[config.mk]
export PLATFORM = sky130hd
export DESIGN_NAME = ata_outreg
export DESIGN_NICKNAME = d
export VERILOG_FILES = /design/src/rtl/core/ata_pkg.sv /design/src/rtl/core/ata_outreg.sv
export SDC_FILE = /design/constraint.sdc
export NUM_CORES = 1
export LEC_CHECK = 0
export ABC_CLOCK_PERIOD_IN_PS = 2100
export BUFFER_PORTS_ARGS = -buffer_cell sky130_fd_sc_hd__buf_2
export CAP_MARGIN = 20
export CORE_ASPECT_RATIO = 1.25
export CORE_MARGIN = 2
export CORE_UTILIZATION = 40
export DETAILED_ROUTE_END_ITERATION = 12
export GPL_TIMING_DRIVEN = 1
export MAX_ROUTING_LAYER = met4
export PLACE_DENSITY = 0.76
export SYNTH_ARGS = -nofsm -noshare
export SYNTH_HDL_FRONTEND = slang
export SYNTH_SLANG_ARGS = --single-unit
[constraint.sdc]
create_clock -name clk -period 2.1 [get_ports clk]
set_clock_uncertainty 0.1 [all_clocks]
set_input_delay 0.105 -clock clk [delete_from_list [all_inputs] [get_ports clk]]
set_output_delay 0.105 -clock clk [all_outputs]
set_load 0.05 [all_outputs]
[src/rtl/core/ata_pkg.sv]
// ----------------------------------------------------------------------------
// ata_pkg
// Shared constants and types of the ATA PIO LBA28 disk device.
// ----------------------------------------------------------------------------
package ata_pkg;

    localparam int DISK_SECTORS = 64;
    localparam int SECTOR_WORDS = 256;
    localparam int STORE_WORDS  = DISK_SECTORS * SECTOR_WORDS;
    localparam int SEC_AW       = (DISK_SECTORS > 1) ? $clog2(DISK_SECTORS) : 1;
    localparam int WORD_AW      = $clog2(SECTOR_WORDS);
    localparam int STORE_AW     = SEC_AW + WORD_AW;
    localparam int CFG_IDX_W    = 2;
    localparam int CFG_W        = 8;

    typedef logic [STORE_AW-1:0] store_addr_t;

    typedef struct packed {
        logic        we;
        logic        re;
        store_addr_t addr;
        logic [15:0] wdata;
    } mem_req_t;

    typedef struct packed {
        logic        valid;
        logic        from_mem;
        logic [15:0] rd;
        logic        drq;
        logic        err;
    } stage_t;

    typedef struct packed {
        logic idle;
        logic wi_zero;
        logic drq;
        logic err;
    } tf_status_t;

endpackage

[src/rtl/core/ata_outreg.sv]
// ----------------------------------------------------------------------------
// ata_outreg
// Output register: picks store data or register data and holds the result
// item until the downstream side takes it.
// ----------------------------------------------------------------------------
module ata_outreg (
    input  logic            clk,
    input  logic            rst_n,
    input  ata_pkg::stage_t a,
    input  logic [15:0]     mem_q,
    output logic            a_take,
    output logic            m_valid,
    input  logic            m_ready,
    output logic [23:0]     m_data
);
    import ata_pkg::*;

    logic        valid_reg;
    logic [23:0] data_reg;
    logic [15:0] rd_sel;

    assign a_take = a.valid && (!valid_reg || m_ready);
    assign rd_sel = a.from_mem ? mem_q : a.rd;

    always_ff @(posedge clk or negedge rst_n)
    begin
        if (!rst_n)
        begin
            valid_reg <= 1'b0;
        end
        else
        begin
            if (a_take)
            begin
                valid_reg <= 1'b1;
            end
            else if (m_ready)
            begin
                valid_reg <= 1'b0;
            end
        end
    end

    always_ff @(posedge clk)
    begin
        if (a_take)
        begin
            data_reg <= {6'b000000, a.err, a.drq, rd_sel};
        end
    end

    assign m_valid = valid_reg;
    assign m_data  = data_reg;

endmodule

==> impl_results.md, run 1 <==
* Die area at 2600 sq um
* Die height at 56.5 microns
* Largest family of logic cells by synthesized area: multiplexers
* Seq pwr share at 52.8%
* Nets@finish at 152
* DR iter-0 viols at 4
* Clock buffer count from CTS at 3
* Io pins at 65
* Initial Utilization at 41.2%
* Clk pin slew, worst setup/hold paths at 90 ps
* Post-DP HPWL at 1340 microns
* GRT overflow at 0
* Synth Area in Compound Gates at 0%
* RePlAce Congestion at 0.708
* Clock buffer depth at 2
* Detailed Routing Iterations Pass 1 at 2
* Vias per cell at 4.47
* Slowest CP cell: and2_1
* Largest net degree at the start of global routing at 17
* Die Width at 46 microns
* Max Slew Vio Count at 0
* FMAX at 573 MHz
* Period utilization at 83.0%
* Top Family by Delay on Critical Path: simple AND/OR/NAND/NOR gates
* Clk_lat worst skew at 280 ps
* Setup crit start kind: register
* Synthesized area at 882 sq um
* Final Setup Violations at 0
* I/O Buffers at 58
* CP Capture Type: output pin
* Row count at 19
* Commonest non-fill, non-tap cells in the layout: buf_2, edfxtp_1, mux2_4
* Hold Crit Class: in2async
* Setup TNS at 0 ps
* Synthesis Warnings at 0
* Syn-to-layout area delta at 38.9%
* Simple-Gate Fraction of Synth Area at 2.13%
* Synth cell types at 10
* Post-Synth Adder-Cell Area at 0%
* Sw Share at 29.6%
* Clock power share at 20.2%
* Antenna violations before repair at 0
* Post-layout instance area at 1220 sq um
* Internal at 0.000598 W
* Post-CTS Setup Inserts at 0
* Final WL at 1580 microns
* NetSw at 0.000252 W
* Yosys reg bits at 19
* Final hold slack at 13.4 ps
* Critical path buffers and inverters at 1
* Setup CP Type: reg2out
* CP cell instances: nand2b_1, and2_1, buf_2
* Leak at 0.583 nW
* Most common cell after layout, fill and taps aside: buf_2
* Post-synthesis xor/xnor area fraction at 0%
* Fill count at 192
* Setup repair after global routing missed its margin: false
* Status: complete, no violations
* Fin. Hold Viols at 0
* Vias in the first global route at 563
* H-Tree Depth at 1
* Antenna Cells at 0
* TritonCTS sink count at 19
* Vias post-DR at 595
* Crit path DAT at 1540 ps
* Combinational share of power at 27.0%
* Total core area at 2140 sq um
* Critical Path Max Stage Delay at 430 ps
* Residual DRC at 0
* Power density cells at 694 nW/um^2
* Post-route ant nets at 0
* Mapped Cells at 47
* Register area share after synthesis at 64.1%
* Worst Path Required at 1890 ps
* Share of cells above drive strength 1 at 69.6%
* First-pass GRT wire length at 2280 microns
* Drt wl/cell at 11.9 microns
* Total GRT Usage at 13.1%
* CP max FO at 12
* CTS root buf: clkbuf_4
* Post-route minimum period at 1740 ps
* VDD IR max at 0.334 mV
* Mean area per synthesized cell at 18.8 sq um
* MaxCap Viol Count at 0
* Resized cells post-CTS at 0
* Placed cell areas at 1150 sq um
* Mux cell area share after synthesis at 24.7%
* CTS tree: done
==> worst reg2reg max path, cell delays in order (launching register included) <==
cell and delay [ps]:
dfrtp_1 390, nand2b_1 80, and2_1 430, buf_4 260
==> worst paths after layout <==
path                            slack (ps)  cells after the start     from          to
worst min register to register         860                      2  m_valid   m_data[4]
min in group clk                        10                      2    a[12]  m_data[10]
max in group asynchronous             1800                      2    rst_n     m_valid
worst max register to register         560                      3  m_valid  m_data[17]
worst min-delay path                    10                      2    rst_n     m_valid
worst max-delay path                   360                      3  m_valid      a_take
==> through the flow <==
stage               worst slack [ps]  utilization [%]  total power [W]  instances
floorplan                       71.3                -         0.000633         52
global placement                 594             53.7         0.000677        124
detailed placement               562             53.7         0.000682        124
CTS                              339             57.3         0.000858        133
global route                     248             57.3         0.000883        133
finish                           356             57.3         0.000851        133
==> power by group through the flow <==
stage                     registers, W  clock network [W]  logic [W]
after global placement        0.000458                  0   0.000219
after CTS                     0.000450           0.000177   0.000232
after global routing          0.000451           0.000189   0.000242
after floorplan               0.000541                  0  0.0000918
after detailed placement      0.000458                  0   0.000224
final                         0.000449           0.000172   0.000229
==> sequential cells by signal, indices dropped and copies added (netlist names) <==
| register | cells |
|---|---|
| m_valid | 1 |
| m_data | 18 |
==> per-layer routing <==
layer | vias to the layer above | GRT usage, % | wire length, microns
li1 | 291 | - | -
met1 | 263 | 11.4 | 504
met2 | 37 | 23.4 | 901
met3 | 4 | 1.29 | 122
met4 | 0 | 9.80 | 49
met5 | - | - | 0
==> synth_stat cells, drive strengths merged <==
master  count  area, sq um
buf         8         76.3
mux2       16          218
conb        1         3.75
edfxtp     18          541
nand2b      2         12.5
and2        1         6.26
dfrtp       1         25.0
==> repair_timing <==
item / in CTS / in global routing
endpoints found under the hold margin: 4 / 0
endpoints found under the setup margin: 0 / 0
hold buffers: 5 / 0
==> cells by family after synthesis <==
logic type	after synthesis
flops	19
other cells	1
mux	16
buf+inv	8
simple gates	3
==> layout make-up <==
type | instances | area (sq um) | area share (%)
clock buffers | 4 | 26.3 | 2.15
well taps | 21 | 26.3 | 2.15
repair buffers | 64 | 348 | 28.4
flip-flops and latches | 19 | 566 | 46.2
multi-input cells | 25 | 259 | 21.1
No activity file was read; power rests on OpenSTA's default activity.
==> run 2: changes to the inputs <==
--- a/config.mk
+++ b/config.mk
@@ -5,16 +5,17 @@
 export SDC_FILE = /design/constraint.sdc
 export NUM_CORES = 1
 export LEC_CHECK = 0
-export ABC_CLOCK_PERIOD_IN_PS = 2100
+export ABC_AREA = 1
+export ABC_CLOCK_PERIOD_IN_PS = 1820
 export BUFFER_PORTS_ARGS = -buffer_cell sky130_fd_sc_hd__buf_2
 export CAP_MARGIN = 20
 export CORE_ASPECT_RATIO = 1.25
 export CORE_MARGIN = 2
-export CORE_UTILIZATION = 40
+export CORE_UTILIZATION = 39
 export DETAILED_ROUTE_END_ITERATION = 12
 export GPL_TIMING_DRIVEN = 1
 export MAX_ROUTING_LAYER = met4
-export PLACE_DENSITY = 0.76
+export PLACE_DENSITY = 0.74
 export SYNTH_ARGS = -nofsm -noshare
 export SYNTH_HDL_FRONTEND = slang
 export SYNTH_SLANG_ARGS = --single-unit
==> constraint.sdc (replaced) <==
create_clock -name clk -period 1.82 [get_ports clk]
set_clock_uncertainty 0.1 [all_clocks]
set_input_delay 0.091 -clock clk [delete_from_list [all_inputs] [get_ports clk]]
set_output_delay 0.091 -clock clk [all_outputs]
set_load 0.05 [all_outputs]
==> run 2 against run 1 <==
Effect of this change: clock-buffer cell count unchanged; power grew 21%; critical path depth up 2; first-iteration DRC count up 100%; wire length grew 42%; worst hold slack improved by 0.77 ps; largest power group unchanged; clock power rose by 18%; setup slack got worse by 13 ps.
==> impl_results.md, run 2 <==
* Status: complete, no violations
* Clock buffer depth at 2
* Dpl cells at 168
* Synth top cells by count: edfxtp_1, inv_1, nand2_1
* CP cell instances: dlygate4sd3_1, buf_2, inv_1, a21oi_4, buf_2
* Combinational share of power at 29.8%
* Fill count at 180
* Sw Share at 31.3%
* CTS root buf: clkbuf_4
* Slowest CP cell: dlygate4sd3_1
* Clk pin slew, worst setup/hold paths at 90 ps
* Synth cell types at 10
* Worst Path Required at 1630 ps
* RePlAce Congestion at 0.641
* Mapped Cells at 82
* Max reg flops at 18
* Initial Utilization at 40.8%
* Clock power share at 19.7%
* Total GRT Usage at 18.8%
* Pre-CTS setup slack at 299 ps
* Setup repair after global routing missed its margin: false
* Post-route ant nets at 0
* MaxCap Viol Count at 0
* I/O Buffers at 58
* Synth top area share at 61.2%
* Final WL at 2230 microns
* H-Tree Depth at 1
* Non-Filler Instances at 202
* Critical path buffers and inverters at 4
* Setup CP Type: in2out
* Async set-reset flop share out of synthesis at 5.26%
* Seq pwr share at 50.5%
* Most common cell on crit path: buf_2
* CP Capture Type: output pin
* Main area contributors after synthesis: edfxtp_1, inv_1, nand2_1
* Period utilization at 81.1%
* Clk_lat worst skew at 280 ps
* Die height at 57.2 microns
* Die Width at 46.6 microns
* Vias in the first global route at 812
* Clock buffer count from CTS at 3
* Internal at 0.000709 W
* Setup crit start kind: primary input
* First-pass GRT wire length at 3340 microns
* Leak at 0.749 nW
* Row count at 19
* Antenna violations before repair at 0
* Resized cells post-CTS at 0
* Hold Crit Class: in2reg
* Crit path DAT at 1290 ps
* Register area share after synthesis at 64.0%
* Commonest non-fill, non-tap cells in the layout: buf_2, dlygate4sd3_1, inv_1, nand2_1, edfxtp_1
* Syn-to-layout area delta at 67.8%
* NetSw at 0.000323 W
* Residual DRC at 0
* Final worst slack at 343 ps
* FMAX at 677 MHz
* Share of cells above drive strength 1 at 42.7%
* Mean area per synthesized cell at 10.8 sq um
* CP max FO at 7
* Nets@finish at 211
* Vias post-DR at 848
* Post-route minimum period at 1480 ps
* Die area at 2660 sq um
* Antenna Cells at 0
* Setup TNS at 0 ps
* Io pins at 65
* VDD IR max at 0.423 mV
* Detailed Routing Iterations Pass 1 at 4
* Fin. Hold Viols at 0
* TritonCTS sink count at 19
* Largest net degree at the start of global routing at 33
* CTS tree: done
* Synthesis Warnings at 0
* Final Setup Violations at 0
* EDFF count, synth at 18
* Yosys reg bits at 19
* DR iter-0 viols at 8
* Synth area leader: edfxtp_1
* GRT overflow at 0
* Synthesized area at 883 sq um
* Max Slew Vio Count at 0
* Total core area at 2160 sq um
* Primary FF master, synth: edfxtp_1
* Power density cells at 696 nW/um^2
* Top Family by Delay on Critical Path: buffers and inverters
* Vias per cell at 4.20
* Most common cell after layout, fill and taps aside: buf_2
* Critical Path Max Stage Delay at 520 ps
* Drt wl/cell at 11.1 microns
* Post-DP HPWL at 1390 microns
run 2: worst paths after layout:
check	start	endpoint	slack, ps	depth (start not counted)
min reg2reg	m_valid	m_data[16]	710	2
max reg2reg	m_valid	m_data[17]	410	3
min	a[17]	m_data[15]	10	3
max	a[19]	a_take	340	5
max in group asynchronous	rst_n	m_valid	980	3
min in group asynchronous	rst_n	m_valid	540	3
run 2: layout make-up:
type / count / area (sq um) / share of cell area, %
Tap cell: 31 / 38.8 / 2.62
Clock buffer: 4 / 26.3 / 1.77
Sequential cell: 19 / 566 / 38.1
Inverter: 18 / 67.6 / 4.56
Timing Repair Buffer: 89 / 583 / 39.3
Multi-Input combinational cell: 41 / 201 / 13.6
run 2: stage by stage:
stage	area [sq um]	utilization [%]	power (W)	hold slack, ps
after floorplan	913	-	0.000722	-305
after global placement	1170	54.1	0.000778	-234
after detailed placement	1170	54.1	0.000783	-231
after CTS	1440	66.5	0.00103	4.61
after global routing	1480	68.5	0.00109	7.59
final	1480	68.5	0.00103	14.2
run 2: worst min-delay path: stages:
cell     delay, ps
buf_2           70
inv_1           30
o21ai_2        100
run 2: layer usage:
layer	track usage (%)	part of all wire, %
met2	34.3	56
met5	-	0
met1	17.3	35
met3	2.22	6.7
met4	11.0	2.1
run 2: kinds of logic (layout without fill, tap and decap cells):
kind of cell,count (synthesis),in the layout,share of synthesized area [%]
AO/OA/AOI/OAI,17,17,11.3
flip-flops,19,19,64.0
other,1,6,0.425
AND/OR/NAND/NOR,18,18,7.65
buffers and inverters,27,111,16.6
run 2: repair_timing:
item                       4_1_cts  5_1_grt
setup endpoints to repair        0        1
setup buffers                    0        6
hold buffers                    24        0
hold endpoints to repair        20        0
run 2: power by group through the flow:
stage | Sequential [W] | Combinational, W | Clock, W
4_1_cts | 0.000521 | 0.000293 | 0.000214
3_5_place_dp | 0.000532 | 0.000251 | 0
3_3_place_gp | 0.000531 | 0.000248 | 0
6_report | 0.000521 | 0.000308 | 0.000203
2_1_floorplan | 0.000628 | 0.0000942 | 0
5_1_grt | 0.000523 | 0.000330 | 0.000239
==> run 3: changes to the inputs <==
--- a/config.mk
+++ b/config.mk
@@ -6,16 +6,16 @@
 export NUM_CORES = 1
 export LEC_CHECK = 0
 export ABC_AREA = 1
-export ABC_CLOCK_PERIOD_IN_PS = 1820
+export ABC_CLOCK_PERIOD_IN_PS = 1200
 export BUFFER_PORTS_ARGS = -buffer_cell sky130_fd_sc_hd__buf_2
 export CAP_MARGIN = 20
 export CORE_ASPECT_RATIO = 1.25
 export CORE_MARGIN = 2
-export CORE_UTILIZATION = 39
+export CORE_UTILIZATION = 35
 export DETAILED_ROUTE_END_ITERATION = 12
 export GPL_TIMING_DRIVEN = 1
 export MAX_ROUTING_LAYER = met4
-export PLACE_DENSITY = 0.74
+export PLACE_DENSITY = 0.7
 export SYNTH_ARGS = -nofsm -noshare
 export SYNTH_HDL_FRONTEND = slang
 export SYNTH_SLANG_ARGS = --single-unit
==> constraint.sdc (replaced) <==
create_clock -name clk -period 1.2 [get_ports clk]
set_clock_uncertainty 0.1 [all_clocks]
set_input_delay 0.06 -clock clk [delete_from_list [all_inputs] [get_ports clk]]
set_output_delay 0.06 -clock clk [all_outputs]
set_load 0.05 [all_outputs]
==> run 3 against run 2 <==
Effect of this change: the flow now finishes with violations (negative setup slack); first-iteration DRC count stayed put; clock-buffer cell count is 1 lower; worst hold slack worse by 0.56 ps; sequential power is 52% higher; cell area is 3.2% higher; combinational power is 56% higher; largest cell class unchanged; highest routed layer unchanged.
==> impl_results.md, run 3 (synthesized netlist as in run 2, its figures left out) <==
* Final Setup Violations at 19
* Antenna violations before repair at 0
* MaxCap Viol Count at 0
* TritonCTS sink count at 19
* Nets@finish at 212
* Vias per cell at 4.12
* Failing checks: negative setup slack
* Clk pin slew, worst setup/hold paths at 100 ps
* Die height at 60.2 microns
* Max Slew Vio Count at 0
* Worst Path Required at 1110 ps
* Leak at 0.759 nW
* Vias in the first global route at 886
* Period utilization at 102%
* Post-DP HPWL at 1410 microns
* Sw Share at 31.5%
* Slew @ Worst Pin at 532 ps
* Die area at 2940 sq um
* Internal at 0.00108 W
* Clock power share at 19.2%
* Residual DRC at 0
* Final WL at 2440 microns
* Syn-to-layout area delta at 73.2%
* Post-route ant nets at 0
* Clk_lat worst skew at 280 ps
* Clock buffer count from CTS at 3
* Initial Utilization at 36.4%
* Most common cell after layout, fill and taps aside: buf_2
* DR iter-0 viols at 8
* Vias post-DR at 844
* Crit path DAT at 1130 ps
* Setup crit start kind: register
* Clock buffer depth at 2
* Post-route minimum period at 1230 ps
* Max-slew headroom at 64.6%
* Setup repair after global routing missed its margin: true
* Non-Filler Instances at 205
* Final hold slack at 13.6 ps
* Post-layout util at 63.0%
* GRT overflow at 0
* Row count at 20
* Dpl cells at 171
* Hold Crit Class: in2reg
* Setup CP Type: reg2reg
* Io pins at 65
* Max reg flops at 18
* Combinational share of power at 30.5%
* Final worst slack at -26.9 ps
* Multi-input gate area at 201 sq um
* Antenna Cells at 0
* Seq pwr share at 50.2%
* Total GRT Usage at 17.7%
* I/O Buffers at 58
* Fill count at 176
* Status: complete, but fails checks
* Detailed Routing Iterations Pass 1 at 3
* Share of cells above drive strength 1 at 41.3%
* FF+latch area at 567 sq um
* NetSw at 0.000495 W
* CP max FO at 14
* Total power at 0.00157 W
* Commonest non-fill, non-tap cells in the layout: buf_2, dlygate4sd3_1, inv_1, nand2_1, edfxtp_1
* RePlAce Congestion at 0.597
* Drt wl/cell at 11.9 microns
* Largest net degree at the start of global routing at 33
* First-pass GRT wire length at 3720 microns
* Total core area at 2430 sq um
* CTS tree: done
* Power density cells at 1030 nW/um^2
* VDD IR max at 0.406 mV
* CP Capture Type: register
* FMAX at 815 MHz
* H-Tree Depth at 1
* CTS root buf: clkbuf_4
* Fin. Hold Viols at 0
* Die Width at 48.9 microns
run 3: per-stage QoR:
step,area [sq um],TNS (ps),setup WS (ps)
after floorplan,915,-8270,-452
after global placement,1190,0,56.1
after detailed placement,1190,0,43.3
final,1530,-336,-26.9
after CTS,1530,-894,-52.1
after global routing,1530,-1050,-61.6
run 3: cell type report:
| type | count | share of cell area, % |
|---|---|---|
| timing repair buffer | 90 | 40.9 |
| sequential | 19 | 37.0 |
| multi-input combinational | 41 | 13.2 |
| inverter | 18 | 4.42 |
| tap | 33 | 2.70 |
| clock buffer | 3 | 1.47 |
| clock inverter | 1 | 0.327 |
run 3: critical path: stages (launching register included):
cell	delay, ps
dfrtp_2	440
a21oi_4	150
buf_6	130
buf_12	130
run 3: power by group through the flow:
stage	Sequential [W]	Combinational [W]	Clock (W)
final	0.000791	0.000480	0.000303
after floorplan	0.000952	0.000143	0
after global placement	0.000804	0.000384	0
after CTS	0.000790	0.000474	0.000314
after detailed placement	0.000805	0.000393	0
after global routing	0.000794	0.000511	0.000339
run 3: path summary, 6_finish.rpt:
check | start | end | slack [ps] | depth (start not counted)
setup / recovery | m_valid | m_data[3] | -30 | 3
hold / removal | a[16] | m_data[14] | 10 | 3
max in group asynchronous | rst_n | m_valid | 390 | 3
hold reg to reg | m_valid | m_valid | 440 | 2
setup reg to reg | m_valid | m_data[3] | -30 | 3
min in group asynchronous | rst_n | m_valid | 500 | 3
run 3: metal layers:
metal | track usage [%] | up-vias | routed length [microns]
li1 | - | 429 | -
met1 | 15.9 | 361 | 895
met2 | 34.6 | 48 | 1290
met3 | 4.50 | 6 | 208
met4 | 8.57 | 0 | 44
met5 | - | - | 0
run 3: what timing repair did:
action	4_1_cts	5_1_grt
endpoints found under the setup margin	1	19
endpoints found under the hold margin	20	0
hold buffers	29	0
pin swaps	1	1
buffers inserted	1	0
resized for setup	3	0
gates cloned	0	0
